## src/hw/rtl/nlp_pkg.sv

```systemverilog
// ----------------------------------------------------------------------------
// NACK list packer package
// Beat types, queue entry type and constants shared by the packer modules.
// ----------------------------------------------------------------------------
package nlp_pkg;

    localparam logic [9:0]  RESET_MAX_ITEMS = 10'd347;
    localparam logic [12:0] HEADER_BYTES    = 13'd8;
    localparam int          MASK_SEL_BITS   = 4;

    typedef struct packed {
        logic [15:0] seq_number;
        logic        list_end;
    } t_nlp_in_beat;

    typedef struct packed {
        logic [15:0] base_id;
        logic [15:0] follow_mask;
        logic        final_item;
        logic [12:0] packet_length;
    } t_nlp_out_beat;

    // Each queue entry gives one or two output beats.
    typedef struct packed {
        logic          two;
        t_nlp_out_beat r0;
        t_nlp_out_beat r1;
    } t_nlp_entry;

    function automatic logic [12:0] nlp_length(input logic [10:0] items);
        nlp_length = HEADER_BYTES + {items, 2'b00};
    endfunction

endpackage

```

## src/hw/rtl/nlp_front.sv

```systemverilog
// ----------------------------------------------------------------------------
// NACK list packer front end
// Classifies each sequence number against the open item and builds the
// output beats that it causes.
// ----------------------------------------------------------------------------
module nlp_front import nlp_pkg::*; (
    input  logic         i_clk,
    input  logic         i_rst_n,
    input  logic         i_accept,
    input  t_nlp_in_beat i_data,
    input  logic         i_cfg_wr_en,
    input  logic [9:0]   i_cfg_wr_data,
    output logic         o_push,
    output t_nlp_entry   o_entry
);

    logic [9:0]  r_max_items;
    logic [15:0] r_open_base, n_open_base;
    logic [15:0] r_open_mask, n_open_mask;
    logic        r_item_open, n_item_open;
    logic [9:0]  r_items_done, n_items_done;
    logic        r_cap_reached, n_cap_reached;

    logic [9:0]  cap;
    logic [9:0]  done_inc;
    logic [15:0] shift;
    logic        in_mask;
    logic [15:0] mask_or;

    assign cap      = (r_max_items == 10'd0) ? 10'd1 : r_max_items;
    assign done_inc = r_items_done + 10'd1;
    assign shift    = i_data.seq_number - r_open_base - 16'd1;
    assign in_mask  = (shift[15:MASK_SEL_BITS] == '0);
    assign mask_or  = r_open_mask | (16'd1 << shift[MASK_SEL_BITS-1:0]);

    always_comb begin
        n_open_base   = r_open_base;
        n_open_mask   = r_open_mask;
        n_item_open   = r_item_open;
        n_items_done  = r_items_done;
        n_cap_reached = r_cap_reached;
        o_push        = 1'b0;
        o_entry       = '0;
        if (i_accept) begin
            priority if (r_cap_reached) begin
                if (i_data.list_end) begin
                    n_open_base   = '0;
                    n_open_mask   = '0;
                    n_item_open   = 1'b0;
                    n_items_done  = '0;
                    n_cap_reached = 1'b0;
                end
            end else if (!r_item_open || in_mask) begin
                if (!r_item_open) begin
                    n_open_base = i_data.seq_number;
                    n_open_mask = '0;
                    n_item_open = 1'b1;
                end else begin
                    n_open_mask = mask_or;
                end
                if (i_data.list_end) begin
                    o_push                   = 1'b1;
                    o_entry.r0.base_id       = n_open_base;
                    o_entry.r0.follow_mask   = n_open_mask;
                    o_entry.r0.final_item    = 1'b1;
                    o_entry.r0.packet_length = nlp_length({1'b0, done_inc});
                    n_open_base   = '0;
                    n_open_mask   = '0;
                    n_item_open   = 1'b0;
                    n_items_done  = '0;
                    n_cap_reached = 1'b0;
                end
            end else begin
                o_push                 = 1'b1;
                o_entry.r0.base_id     = r_open_base;
                o_entry.r0.follow_mask = r_open_mask;
                n_items_done           = done_inc;
                if (done_inc >= cap) begin
                    o_entry.r0.final_item    = 1'b1;
                    o_entry.r0.packet_length = nlp_length({1'b0, done_inc});
                    n_cap_reached = 1'b1;
                    n_item_open   = 1'b0;
                end else begin
                    n_open_base = i_data.seq_number;
                    n_open_mask = '0;
                    if (i_data.list_end) begin
                        o_entry.two              = 1'b1;
                        o_entry.r1.base_id       = i_data.seq_number;
                        o_entry.r1.follow_mask   = '0;
                        o_entry.r1.final_item    = 1'b1;
                        o_entry.r1.packet_length =
                            nlp_length({1'b0, done_inc} + 11'd1);
                    end
                end
                if (i_data.list_end) begin
                    n_open_base   = '0;
                    n_open_mask   = '0;
                    n_item_open   = 1'b0;
                    n_items_done  = '0;
                    n_cap_reached = 1'b0;
                end
            end
        end
    end

    always_ff @(posedge i_clk) begin
        if (!i_rst_n) begin
            r_max_items   <= RESET_MAX_ITEMS;
            r_open_base   <= '0;
            r_open_mask   <= '0;
            r_item_open   <= 1'b0;
            r_items_done  <= '0;
            r_cap_reached <= 1'b0;
        end else begin
            if (i_cfg_wr_en) begin
                r_max_items <= i_cfg_wr_data;
            end
            r_open_base   <= n_open_base;
            r_open_mask   <= n_open_mask;
            r_item_open   <= n_item_open;
            r_items_done  <= n_items_done;
            r_cap_reached <= n_cap_reached;
        end
    end

endmodule

```

## src/hw/rtl/nlp_queue.sv

```systemverilog
// ----------------------------------------------------------------------------
// NACK list packer queue
// Short register queue of packed entries between the front and back ends.
// ----------------------------------------------------------------------------
module nlp_queue import nlp_pkg::*; #(
    parameter int DEPTH = 4
) (
    input  logic       i_clk,
    input  logic       i_rst_n,
    input  logic       i_push,
    input  t_nlp_entry i_entry,
    input  logic       i_pop,
    output t_nlp_entry o_head,
    output logic       o_nonempty,
    output logic       o_full
);

    localparam int AW = (DEPTH > 1) ? $clog2(DEPTH) : 1;
    localparam int CW = $clog2(DEPTH + 1);

    t_nlp_entry    r_mem [DEPTH];
    logic [AW-1:0] r_wr_ptr, n_wr_ptr;
    logic [AW-1:0] r_rd_ptr, n_rd_ptr;
    logic [CW-1:0] r_count, n_count;
    logic          do_push;
    logic          do_pop;

    assign o_full     = (r_count == CW'(DEPTH));
    assign o_nonempty = (r_count != '0);
    assign o_head     = r_mem[r_rd_ptr];
    assign do_push    = i_push && !o_full;
    assign do_pop     = i_pop && o_nonempty;

    always_comb begin
        n_wr_ptr = r_wr_ptr;
        n_rd_ptr = r_rd_ptr;
        n_count  = r_count;
        if (do_push) begin
            n_wr_ptr = (r_wr_ptr == AW'(DEPTH - 1)) ? '0 : r_wr_ptr + 1'b1;
        end
        if (do_pop) begin
            n_rd_ptr = (r_rd_ptr == AW'(DEPTH - 1)) ? '0 : r_rd_ptr + 1'b1;
        end
        if (do_push && !do_pop) begin
            n_count = r_count + 1'b1;
        end else if (do_pop && !do_push) begin
            n_count = r_count - 1'b1;
        end
    end

    always_ff @(posedge i_clk) begin
        if (do_push) begin
            r_mem[r_wr_ptr] <= i_entry;
        end
    end

    always_ff @(posedge i_clk) begin
        if (!i_rst_n) begin
            r_wr_ptr <= '0;
            r_rd_ptr <= '0;
            r_count  <= '0;
        end else begin
            r_wr_ptr <= n_wr_ptr;
            r_rd_ptr <= n_rd_ptr;
            r_count  <= n_count;
        end
    end

endmodule

```

## src/hw/rtl/nlp_back.sv

```systemverilog
// ----------------------------------------------------------------------------
// NACK list packer back end
// Unpacks queue entries into output beats through an output register.
// ----------------------------------------------------------------------------
module nlp_back import nlp_pkg::*; (
    input  logic          i_clk,
    input  logic          i_rst_n,
    input  t_nlp_entry    i_head,
    input  logic          i_nonempty,
    output logic          o_pop,
    output logic          o_out_valid,
    input  logic          i_out_stall,
    output t_nlp_out_beat o_out_data
);

    logic          r_valid, n_valid;
    logic          r_half, n_half;
    t_nlp_out_beat r_data, n_data;
    logic          load;

    assign load = !r_valid || !i_out_stall;

    always_comb begin
        n_valid = r_valid;
        n_half  = r_half;
        n_data  = r_data;
        o_pop   = 1'b0;
        if (load) begin
            n_valid = i_nonempty;
            if (i_nonempty) begin
                n_data = r_half ? i_head.r1 : i_head.r0;
                if (i_head.two && !r_half) begin
                    n_half = 1'b1;
                end else begin
                    n_half = 1'b0;
                    o_pop  = 1'b1;
                end
            end
        end
    end

    always_ff @(posedge i_clk) begin
        r_data <= n_data;
        if (!i_rst_n) begin
            r_valid <= 1'b0;
            r_half  <= 1'b0;
        end else begin
            r_valid <= n_valid;
            r_half  <= n_half;
        end
    end

    assign o_out_valid = r_valid;
    assign o_out_data  = r_data;

endmodule

```

## src/hw/rtl/nack_list_packer.sv

```systemverilog
// ----------------------------------------------------------------------------
// NACK list packer
// Packs a list of lost sequence numbers into generic NACK items.
// ----------------------------------------------------------------------------
//  Channel  Dir  Handshake              Beat
//  in       in   i_in_valid/o_in_stall  seq_number, list_end
//  out      out  o_out_valid/i_out_stall base_id, follow_mask, final_item,
//                                        packet_length
//  cfg      in   i_cfg_wr_en            max_items
//
// One sequence number is taken every cycle while the entry queue has room.
// A list end outside the open item gives two output beats unless the cap is
// reached, and both pass the output register; the queue depth sets how long
// such bursts and output stalls are absorbed before o_in_stall rises.
// Reset is synchronous; a beat can be taken in the first cycle with i_rst_n high.
// ----------------------------------------------------------------------------
module nack_list_packer import nlp_pkg::*; #(
    parameter int QUEUE_DEPTH = 4
) (
    input  logic          i_clk,
    input  logic          i_rst_n,
    input  logic          i_in_valid,
    output logic          o_in_stall,
    input  t_nlp_in_beat  i_in_data,
    output logic          o_out_valid,
    input  logic          i_out_stall,
    output t_nlp_out_beat o_out_data,
    input  logic          i_cfg_wr_en,
    input  logic [9:0]    i_cfg_wr_data
);

    logic       accept;
    logic       push;
    logic       pop;
    logic       nonempty;
    logic       full;
    t_nlp_entry push_entry;
    t_nlp_entry head;

    assign o_in_stall = full;
    assign accept     = i_in_valid && !full;

    nlp_front u_front (
        .i_clk         (i_clk),
        .i_rst_n       (i_rst_n),
        .i_accept      (accept),
        .i_data        (i_in_data),
        .i_cfg_wr_en   (i_cfg_wr_en),
        .i_cfg_wr_data (i_cfg_wr_data),
        .o_push        (push),
        .o_entry       (push_entry)
    );

    nlp_queue #(
        .DEPTH (QUEUE_DEPTH)
    ) u_queue (
        .i_clk      (i_clk),
        .i_rst_n    (i_rst_n),
        .i_push     (push),
        .i_entry    (push_entry),
        .i_pop      (pop),
        .o_head     (head),
        .o_nonempty (nonempty),
        .o_full     (full)
    );

    nlp_back u_back (
        .i_clk       (i_clk),
        .i_rst_n     (i_rst_n),
        .i_head      (head),
        .i_nonempty  (nonempty),
        .o_pop       (pop),
        .o_out_valid (o_out_valid),
        .i_out_stall (i_out_stall),
        .o_out_data  (o_out_data)
    );

endmodule

```

## config.mk

```make
export PLATFORM = sky130hd
export DESIGN_NAME = nack_list_packer
export DESIGN_NICKNAME = d
export VERILOG_FILES = /design/src/hw/rtl/nlp_pkg.sv /design/src/hw/rtl/nlp_front.sv /design/src/hw/rtl/nlp_queue.sv /design/src/hw/rtl/nlp_back.sv /design/src/hw/rtl/nack_list_packer.sv
export SDC_FILE = /design/constraint.sdc
export NUM_CORES = 1
export LEC_CHECK = 0
export BUFFER_PORTS_ARGS = -buffer_cell sky130_fd_sc_hd__buf_2
export CORE_UTILIZATION = 45
export CTS_BUF_LIST = sky130_fd_sc_hd__clkbuf_4
export CTS_CLUSTER_SIZE = 30
export DETAILED_ROUTE_END_ITERATION = 12
export REMOVE_ABC_BUFFERS = 1
export SLEW_MARGIN = 25
export SYNTH_ARGS = -nofsm -noshare
export SYNTH_HDL_FRONTEND = slang
export SYNTH_HIERARCHICAL = 1
export SYNTH_SLANG_ARGS = --single-unit
```

## constraint.sdc

```tcl
create_clock -name i_clk -period 5.4 [get_ports i_clk]
set_input_delay 0.54 -clock i_clk [delete_from_list [all_inputs] [get_ports i_clk]]
set_output_delay 0.54 -clock i_clk [all_outputs]
set_load 0.1 [all_outputs]
```

Word level (Yosys, flattened, before mapping)
Memory sizes are Yosys's and may differ from the RTL's. A register that Yosys moved wholly into a read port is not among the register bits. Cells that the tools add are included.

Bitwise gates (word level): 1. Reductions and logical operators: 23. $add $sub $neg: 10. Shifts and indexed selects: 1. Equality and inequality tests: 5. Muxes and demuxes: 55. Magnitude comparators: 1.

Operators by type and width (number): $mux 46 (6); $mux 16 (13); $mux 93 (2); $mux 10 (5); $mux 1 (22); $or 16x16->16 (1); $shl 1x4->16 const A (1); $sub 16x1->16 const B (1); $sub 16x16->16 (1); $mux 14 (1); $add 4x12->13 const A (1); $add 4x13->13 const A (1); $logic_not 12->1 (1); $add 10x1->11 const B (1); $add 10x1->10 const B (1); $ge 10x10->1 (1); $logic_not 10->1 (1); $mux 2 (4); $logic_not 1->1 (7); $logic_and 1x1->1 (6); $mux 3 (2); $reduce_and 3->1 (2); $reduce_bool 3->1 (2); $add 2x1->2 const B (2); 9 further kinds (11).

Word-level logic and storage cells: 112. Memories: 1. Bits in writable memories: 372. Register bits: 109.

Memories: u_queue.r_mem (words 4, width 93, rd ports 1, clocked after Yosys merged registers in 1, wr ports 1, RTL line nlp_queue.sv:21) `t_nlp_entry r_mem [DEPTH];`.

Depth between registers and ports, before layout
Gate-level depths: netlist of run 1.

Depth in word-level cells: 12. Depth in mapped cells: 22. Depth with buffers taken out: 19.

Modules after synthesis
Netlist of run 1, hierarchy kept.

By module, submodules not included: nlp_queue (area an instance 13893.3 um^2, cells each 536, times used 1, sequential area each 11350.9 um^2); nlp_front (area an instance 4533.1 um^2, cells each 616, times used 1, sequential area each 1081.0 um^2); nlp_back (area an instance 2054.5 um^2, cells each 107, times used 1, sequential area each 1421.4 um^2); nack_list_packer (area an instance 13.8 um^2, cells each 1, times used 1, sequential area each 0.0 um^2).

Least setup slack after synthesis of run 1
OpenSTA, ideal clock, no wires.

Path type: register to register. Start point: register u_queue.r_count[0]. End point: memory u_queue/r_mem[0][0] in the netlist's numbering, enable pin. Arrival time: 5232 ps. Data required time: 4728 ps. Period minus slack after synthesis: 5903 ps. Stages on the path, launching flop included: 11. Path slack: -503 ps. Library setup time: 672 ps. Cells stage by stage: dfxtp_1 nor3b_1 nor2b_4 nor2b_1 and2_1 clkbuf_1 nand2_1 nand2_1 nor2b_1 clkbuf_1 and2_1.

Word-level cells in the longest chain between the ends: 7.

Ends and longest elaborated chain: start: declaration (RTL line nlp_queue.sv:24) `logic [CW-1:0] r_count, n_count;`; start signal: assignment (RTL line nlp_queue.sv:65) `r_count <= n_count;`; $eq 3x3->1 (RTL line nlp_queue.sv:28) `assign o_full = (r_count == CW'(DEPTH));`; named net o_in_stall (RTL line nack_list_packer.sv:23) `output logic o_in_stall,`; $logic_not 1->1 (RTL line nack_list_packer.sv:41) `assign accept = i_in_valid && !full;`; $logic_and 1x1->1 (RTL line nack_list_packer.sv:41); named net accept (RTL line nack_list_packer.sv:32) `logic accept;`; $mux 1 (RTL line nlp_front.sv:44) `if (i_accept) begin`; named net push (RTL line nack_list_packer.sv:33) `logic push;`; $logic_and 1x1->1 (RTL line nlp_queue.sv:31) `assign do_push = i_push && !o_full;`; named net u_queue.do_push (RTL line nlp_queue.sv:25) `logic do_push;`; $mux 1 (RTL line nlp_queue.sv:52) `if (do_push) begin`; $mux 1 (not written as such) (RTL line nlp_queue.sv:53) `r_mem[r_wr_ptr] <= i_entry;`; end: declaration (RTL line nlp_queue.sv:21).

The timed path passes the listed nets, and every way through them passes these cells.

==> results of run 1 <==
sequential cells by signal (all words and copies together), names as in the netlist, 3 cells and up, named ones only:
register              cells
u_back/o_out_data        46
u_queue/r_count           3
u_front/r_items_done     10
u_queue/r_mem           372
u_front/r_open_base      16
u_front/r_max_items      10
u_front/r_open_mask      16
cells in the mapped netlist (3+ instances only):
cell      count
xnor2_1      28
nand3_1      20
nor3_1       11
ha_1         35
o21a_1        7
nand3b_1     11
mux2_4        7
a21boi_0      4
dfxtp_1      65
nor4_1        3
nand2_1      53
inv_1        49
buf_4        25
mux2_2       41
a21o_1        3
clkbuf_1     20
o21ai_0      32
o211ai_1      6
edfxtp_1    418
a22o_1       17
nor3b_1       3
nor2_1       88
nand2b_1      9
or3_1         5
nor2b_1      12
and2_1        8
buf_6        13
mux4_2       93
buf_2        18
o21ai_1       3
and3_1       24
xor2_1       15
a21oi_1      60
mux2i_1      11
timing repair:
| item | 4_1_cts | 5_1_grt |
|---|---|---|
| buffers inserted | 0 | 0 |
| hold endpoints to repair | 27 | 0 |
| hold buffers | 28 | 0 |
layout by cell type, fill, tap and decap left out, types with 28 or more instances in the layout:
cell           synthesis  routed
mux4_2                93      93
mux2_2                41      41
edfxtp_1             418     418
nand2_1               53      53
inv_1                 49      49
ha_1                  35      35
nor2_1                88      88
xnor2_1               28      28
dfxtp_1               65      62
clkbuf_4               0     177
o21ai_0               32      32
a21oi_1               60      60
buf_2                 18      79
clkinv_1               1      28
dlygate4sd3_1          0      28
final cells by class:
class                           count  area [sq um]  share of cell area, %
Tap cell                          592         740.7                  3.181
Clock inverter                     40         250.2                  1.075
Sequential cell                   483         13860                  59.53
Timing Repair Buffer              123         858.3                  3.686
Inverter                           50         187.7                 0.8060
Antenna cell                        3         7.507                0.03224
Clock buffer                      177          1329                  5.706
Multi-Input combinational cell    670          6051                  25.98
metal layers:
metal | vias to the layer above | wire length, microns
met5 | - | 12
met1 | 5646 | 18290
met2 | 296 | 19580
li1 | 5277 | -
met3 | 61 | 1743
met4 | 2 | 887
through the flow:
step	total power [mW]	cell area (sq um)	util (%)	hold slack (ps)	std cells
after floorplan	7.845	20070	-	425.8	1203
after global placement	8.494	21420	48.02	444.6	1890
after detailed placement	8.508	21420	48.02	454.1	1890
after CTS	11.63	23280	52.19	20.12	2135
after global routing	11.99	23290	52.20	79.09	2138
final	11.45	23290	52.20	128.3	2138
report_power, final:
| group | switching [mW] | internal (mW) |
|---|---|---|
| combinational | 2.54 | 1.03 |
| sequential | 0.140 | 4.68 |
| clock | 1.41 | 1.64 |
how the worst max path moves through the flow:
stage | endpoint | cells after the start
after floorplan | u_queue/r_mem[1][0] | 13
after global placement | u_queue/r_mem[2][58] | 15
after CTS | u_front/r_open_base[11] | 14
final | u_queue/r_mem[3][58] | 15
after global routing | u_queue/r_mem[3][58] | 15
after detailed placement | u_queue/r_mem[1][1] | 15
logic make-up after synthesis:
| logic type | count (synthesis) |
|---|---|
| AOI/OAI and AO/OA | 159 |
| xor gates and xnor gates | 43 |
| adders and majority gates | 37 |
| buffers and inverters | 126 |
| DFF | 483 |
| muxes | 152 |
| other | 1 |
| and+or+nand+nor | 259 |
worst max-delay path, cell delays in order (launching register included):
cell	delay [ps]
dfxtp_1	620
ha_1	350
nand3_1	180
nor2_1	240
and3_1	200
xnor2_1	270
clkinv_1	380
ha_1	400
a21o_1	110
a21oi_1	70
o21a_1	110
a31oi_1	570
and3_1	240
o21ai_1	80
buf_4	210
nor4b_1	510
==> metrics.csv, run 1 <==
stage,metric,value,unit
run_status,status,finished clean,
timing,Final Skew,65.48,ps
min_path,hold path depth,3,
setup_path,CP Data Arrival Time,5390,ps
clock_tree,CTS tree,done,
finish,Layout Nets,1512,
timing,final worst path period share,89.78,%
setup_path,CP Max Fanout,12,
setup_path,CP required,5940,ps
setup_path,Worst Reg-to-Reg Cells,15,
clock_tree,TritonCTS Buffers,115,
timing,fin. max-slew vios,0,
clock_tree,Clock Tree Buf Depth,3,
die,cell row count,77,
logic_synthesis,Main synth FF type,edfxtp_1,
logic_synthesis,Area contributors post-synth,"edfxtp_1 61%, mux4_2 10%, dfxtp_1 6.3%, mux2_2 2.3%, ha_1 2.1%",
timing,final setup vio count,0,
route,via count,11280,
logic_synthesis,mux share of post-synthesis cell area,13.52,%
logic_synthesis,Compound-Gate Fraction of Synth Area,4.994,%
timing,Highest Clock Rate,0.2063,GHz
logic_synthesis,"EDFF count, synth",418,
logic_synthesis,async set or reset register ratio after synthesis,0,%
timing,Slew @ Worst Pin,946.9,ps
route,drc violations,0,
setup_path,R2R Setup Slk,550,ps
finish,synthesis-to-layout area growth,13.62,%
logic_synthesis,Ys Warns,6,
grt,initial antenna violation count,4,
route,Routed WL,40520,microns
die,Initial Util,45.95,%
placement,dpl ws,528.4,ps
grt,largest net degree at the start of global routing,93,
timing,RSZ-0062 raised after global routing,no,
logic_synthesis,Syn Area/Cell,16.27,sq um
power_and_ir_drop,leakage dissipation,8.145,nW
setup_path,Setup crit start kind,register,
logic_synthesis,synthesized area,20490,sq um
clock_tree,number of H-tree levels,3,
finish,# fillers,3713,
route,DRT antenna net count,0,
power_and_ir_drop,pwr dens,491.7,nW/um^2
grt,Tot GR Track Use,17.91,%
route,Vias/cell,5.277,
clock_tree,PostCTS Resize Cnt,0,
placement,GPL Wtd Cong,0.8180,
die,I/O pin count,80,
grt,GR Layer Usage met3,3.453,%
logic_synthesis,post-synth top area share,61.25,%
clock_tree,CTS Sinks,483,
grt,M2 GR Usage,28.72,%
route,initial DRC count,610,
grt,first-pass GRT wire length,64050,microns
setup_path,Critical Path End Type,register,
power_and_ir_drop,Peak VDD IR,0.8449,mV
logic_synthesis,Post-Synth XOR/XNOR Area,1.838,%
setup_path,RR Endpoint,u_queue/r_mem[3][58],
logic_synthesis,largest family of logic cells by synthesized area,multiplexers,
placement,Port-buffer cells,79,
logic_synthesis,Seq cells post-synth,483,
grt,number of global-route vias before repair,11770,
grt,met1 GRT Util,24.01,%
finish,share of layout cells above drive strength 1,28.84,%
logic_synthesis,Simple-Gate Fraction of Synth Area,6.349,%
min_path,Hold/Removal Path Class,in2reg,
logic_synthesis,Adder-Cell Fraction of Synth Area,2.332,%
timing,final hold violations,0,
die,Die H,215.4,microns
timing,setup ws final,551.7,ps
logic_synthesis,post-synth top area cell,edfxtp_1,
min_path,Hold Crit Start,i_cfg_wr_en,
timing,post-route setup TNS,0,ps
clock_tree,clk_lat worst skew,830,ps
clock_tree,Clock transition at path regs,70,ps
min_path,WHS Endpoint,u_front/r_max_items[4],
clock_tree,root buf cell,clkbuf_4,
grt,grt ovf,0,
placement,hpwl dp,22990,microns
setup_path,Crit Path Category,reg2reg,
timing,post-route minimum period,4848,ps
die,die width,215.4,microns
route,DRT Pass-1 Iters,5,
job,max capacitance violation total,0,
logic_synthesis,register area share after synthesis,67.59,%
die,core area,44610,sq um
setup_path,Worst R2R Start,u_front/r_items_done[0],
route,routed len/inst,18.95,microns
timing,Slew headroom,36.88,%
die,DIE AREA,46400,sq um
grt,Top Usage Layer GRT,met2,
logic_synthesis,Synth cell types,65,
setup_path,CP startpoint,u_front/r_items_done[0],
logic_synthesis,Gate Count Post-Synth,1260,
Power figures use the tool's default switching activity.
==> inputs of run 2 (changes only) <==
--- a/config.mk
+++ b/config.mk
@@ -6,10 +6,13 @@
 export NUM_CORES = 1
 export LEC_CHECK = 0
 export BUFFER_PORTS_ARGS = -buffer_cell sky130_fd_sc_hd__buf_2
-export CORE_UTILIZATION = 45
+export CELL_PAD_IN_SITES_DETAIL_PLACEMENT = 2
+export CELL_PAD_IN_SITES_GLOBAL_PLACEMENT = 2
+export CORE_UTILIZATION = 44
 export CTS_BUF_LIST = sky130_fd_sc_hd__clkbuf_4
 export CTS_CLUSTER_SIZE = 30
 export DETAILED_ROUTE_END_ITERATION = 12
+export PLACE_DENSITY = 0.89
 export REMOVE_ABC_BUFFERS = 1
 export SLEW_MARGIN = 25
 export SYNTH_ARGS = -nofsm -noshare
==> run 2 against run 1 <==
Compared with the run above: die area rose by 2.3%; critical path depth rose by 2; critical path type is now in2reg; clock skew is 18 ps lower; largest power group unchanged; design area increased by 0.45%; cell count is 0.98% higher.
==> metrics.csv, run 2 (synthesis gave the netlist of run 1 again) <==
stage,metric,value,unit,change
finish,most frequent cells in the layout,"418 x edfxtp_1, 203 x clkbuf_4, 93 x mux4_2, 86 x nor2_1, 79 x buf_2",,
clock_tree,CTS tree,done,,
timing,final worst path period share,94.75,%,+5.0 points
power_and_ir_drop,Clk pwr share,28.0,%,+1.3 points
placement,dpl ws,220.0,ps,-308.4 ps
timing,Highest Clock Rate,0.1954,GHz,-5.2%
clock_tree,clk_lat worst skew,870,ps,+40 ps
route,routed len/inst,31.18,microns,+65%
finish,number of flip-flops in the largest register,372,,unchanged
timing,fin. max-slew vios,0,,unchanged
clock_tree,number of H-tree levels,4,,+1
finish,synthesis-to-layout area growth,14.13,%,
clock_tree,Clock Tree Buf Depth,3,,unchanged
clock_tree,Clock transition at path regs,70,ps,about the same
power_and_ir_drop,internal power,7.444,mW,+1.1%
placement,GPL Wtd Cong,0.8456,,+3.4%
setup_path,Setup crit start kind,input pin,,
route,Vias/cell,5.973,,+13%
power_and_ir_drop,net switching power,4.693,mW,+15%
timing,Slew headroom,28.08,%,-8.8 points
grt,Tot GR Track Use,29.07,%,+11 points
clock_tree,CTS Sinks,483,,unchanged
die,I/O pin count,80,,unchanged
setup_path,Worst R2R Start,u_front/r_open_base[0],,
timing,setup ws final,283.5,ps,-268.1 ps
clock_tree,TritonCTS Buffers,133,,+16%
route,DRT Pass-1 Iters,5,,unchanged
min_path,Hold/Removal Path Class,in2reg,,
power_and_ir_drop,leakage dissipation,8.233,nW,+1.1%
finish,Layout Nets,1534,,+1.5%
run_status,status,finished clean,,
grt,initial antenna violation count,2,,-2
die,DIE AREA,47450,sq um,+2.3%
timing,Slew @ Worst Pin,1071,ps,+124.2 ps
die,die width,217.8,microns,+1.1%
min_path,Hold Crit Start,i_rst_n,,
finish,"commonest non-fill, non-tap cell in the layout",edfxtp_1,,
timing,post-route minimum period,5116,ps,+268.1 ps
setup_path,R2R Setup Slk,300,ps,-250 ps
grt,number of global-route vias before repair,14520,,+23%
power_and_ir_drop,Flop pwr share,40.4,%,-1.7 points
clock_tree,root buf cell,clkbuf_4,,
power_and_ir_drop,pwr dens,518.9,nW/um^2,+5.5%
job,max capacitance violation total,0,,unchanged
power_and_ir_drop,Comb pwr share,31.6,%,+0.4 points
grt,first-pass GRT wire length,99420,microns,+55%
setup_path,Worst Reg-to-Reg Cells,16,,+1
finish,share of layout cells above drive strength 1,30.51,%,+1.7 points
die,cell row count,78,,+1.3%
timing,final hold violations,0,,unchanged
die,Initial Util,44.87,%,-1.1 points
min_path,hold path depth,2,,-1
power_and_ir_drop,Peak VDD IR,0.3949,mV,-53%
finish,# fillers,4244,,+14%
setup_path,RR Endpoint,u_queue/r_mem[1][65],,
die,core area,45670,sq um,+2.4%
timing,worst hold margin,103.3,ps,-25.01 ps
route,drc violations,0,,unchanged
timing,post-route setup TNS,0,ps,unchanged
grt,largest net degree at the start of global routing,93,,unchanged
route,DRT antenna net count,0,,unchanged
setup_path,Critical Path End Type,register,,
power_and_ir_drop,Sw Share,38.67,%,+2.9 points
setup_path,CP required,5880,ps,-60 ps
setup_path,CP Data Arrival Time,5600,ps,+210 ps
route,via count,12900,,+14%
timing,RSZ-0062 raised after global routing,no,,
timing,Final Skew,47.28,ps,-18.20 ps
setup_path,CP Max Fanout,47,,+35
placement,hpwl dp,36230,microns,+58%
die,Die H,217.8,microns,+1.1%
finish,Biggest register,u_queue/r_mem,,
placement,Port-buffer cells,79,,unchanged
min_path,WHS Endpoint,u_front/r_max_items[0],,
finish,Final Util,51.21,%,-0.99 points
route,Routed WL,67320,microns,+66%
route,initial DRC count,1215,,+99%
grt,grt ovf,0,,unchanged
setup_path,Crit Path Category,in2reg,,
timing,final setup vio count,0,,unchanged
run 2: area by class of cell:
type	count	area (sq um)	share of cell area (%)
Antenna cell	2	5.005	0.02140
Clock buffer	203	1524	6.515
Clock inverter	24	93.84	0.4012
Inverter	50	187.7	0.8024
Multi-Input combinational cell	670	6066	25.93
Sequential cell	483	13860	59.27
Tap cell	600	750.7	3.209
Timing Repair Buffer	127	900.9	3.851
run 2: stage by stage:
step,area [sq um],power [mW],cells
4_1_cts,23320,12.21,2155
5_1_grt,23390,12.55,2158
6_report,23390,12.14,2159
2_1_floorplan,20070,7.845,1203
3_3_place_gp,21430,8.474,1901
3_5_place_dp,21430,8.668,1901
run 2: repair_timing:
item | CTS | global route
resized for setup | 3 | 3
endpoints found under the hold margin | 27 | 0
endpoints found under the setup margin | 8 | 89
pin swaps | 0 | 0
hold buffers | 27 | 0
buffers inserted | 0 | 0
run 2: worst max-delay path by stage:
stage / from / end / slack (ps) / cells past startpoint
floorplan: i_in_data[1] / u_queue/r_mem[1][0] / -740 / 13
global placement: u_front/r_items_done[0] / u_queue/r_mem[2][12] / 660 / 16
detailed placement: u_front/r_items_done[0] / u_queue/r_mem[3][31] / 220 / 16
CTS: u_front/r_items_done[0] / u_queue/r_mem[2][8] / 30 / 16
global route: u_front/r_items_done[1] / u_queue/r_mem[0][5] / 120 / 16
finish: i_in_data[1] / u_queue/r_mem[1][65] / 280 / 17
run 2: worst max-delay path, stage by stage:
cell and delay (ps):
dlygate4sd3_1 580, buf_2 200, ha_1 230, inv_1 80
fa_1 430, nand2b_1 210, a21oi_1 370, a41oi_1 240
and3_1 240, o22ai_1 200, a2111o_1 220, nand2_1 170
nand2_1 150, nor2b_1 160, buf_4 200, and2_4 720
buf_4 570
run 2: power by group through the flow:
stage	Sequential (mW)	Clock, mW	Combinational, mW
final	4.90	3.40	3.83
after floorplan	6.46	0	1.38
after detailed placement	4.95	0	3.72
after global placement	4.88	0	3.59
after CTS	4.90	3.47	3.84
after global routing	4.93	3.65	3.97
run 2: metal layers:
layer | routed length, microns | up-vias | global-route usage (%)
met2 | 34590 | 605 | 49.62
met3 | 3514 | 184 | 5.272
met4 | 2687 | 2 | 14.20
li1 | - | 5288 | -
met1 | 26520 | 6817 | 35.62
met5 | 8 | - | 0
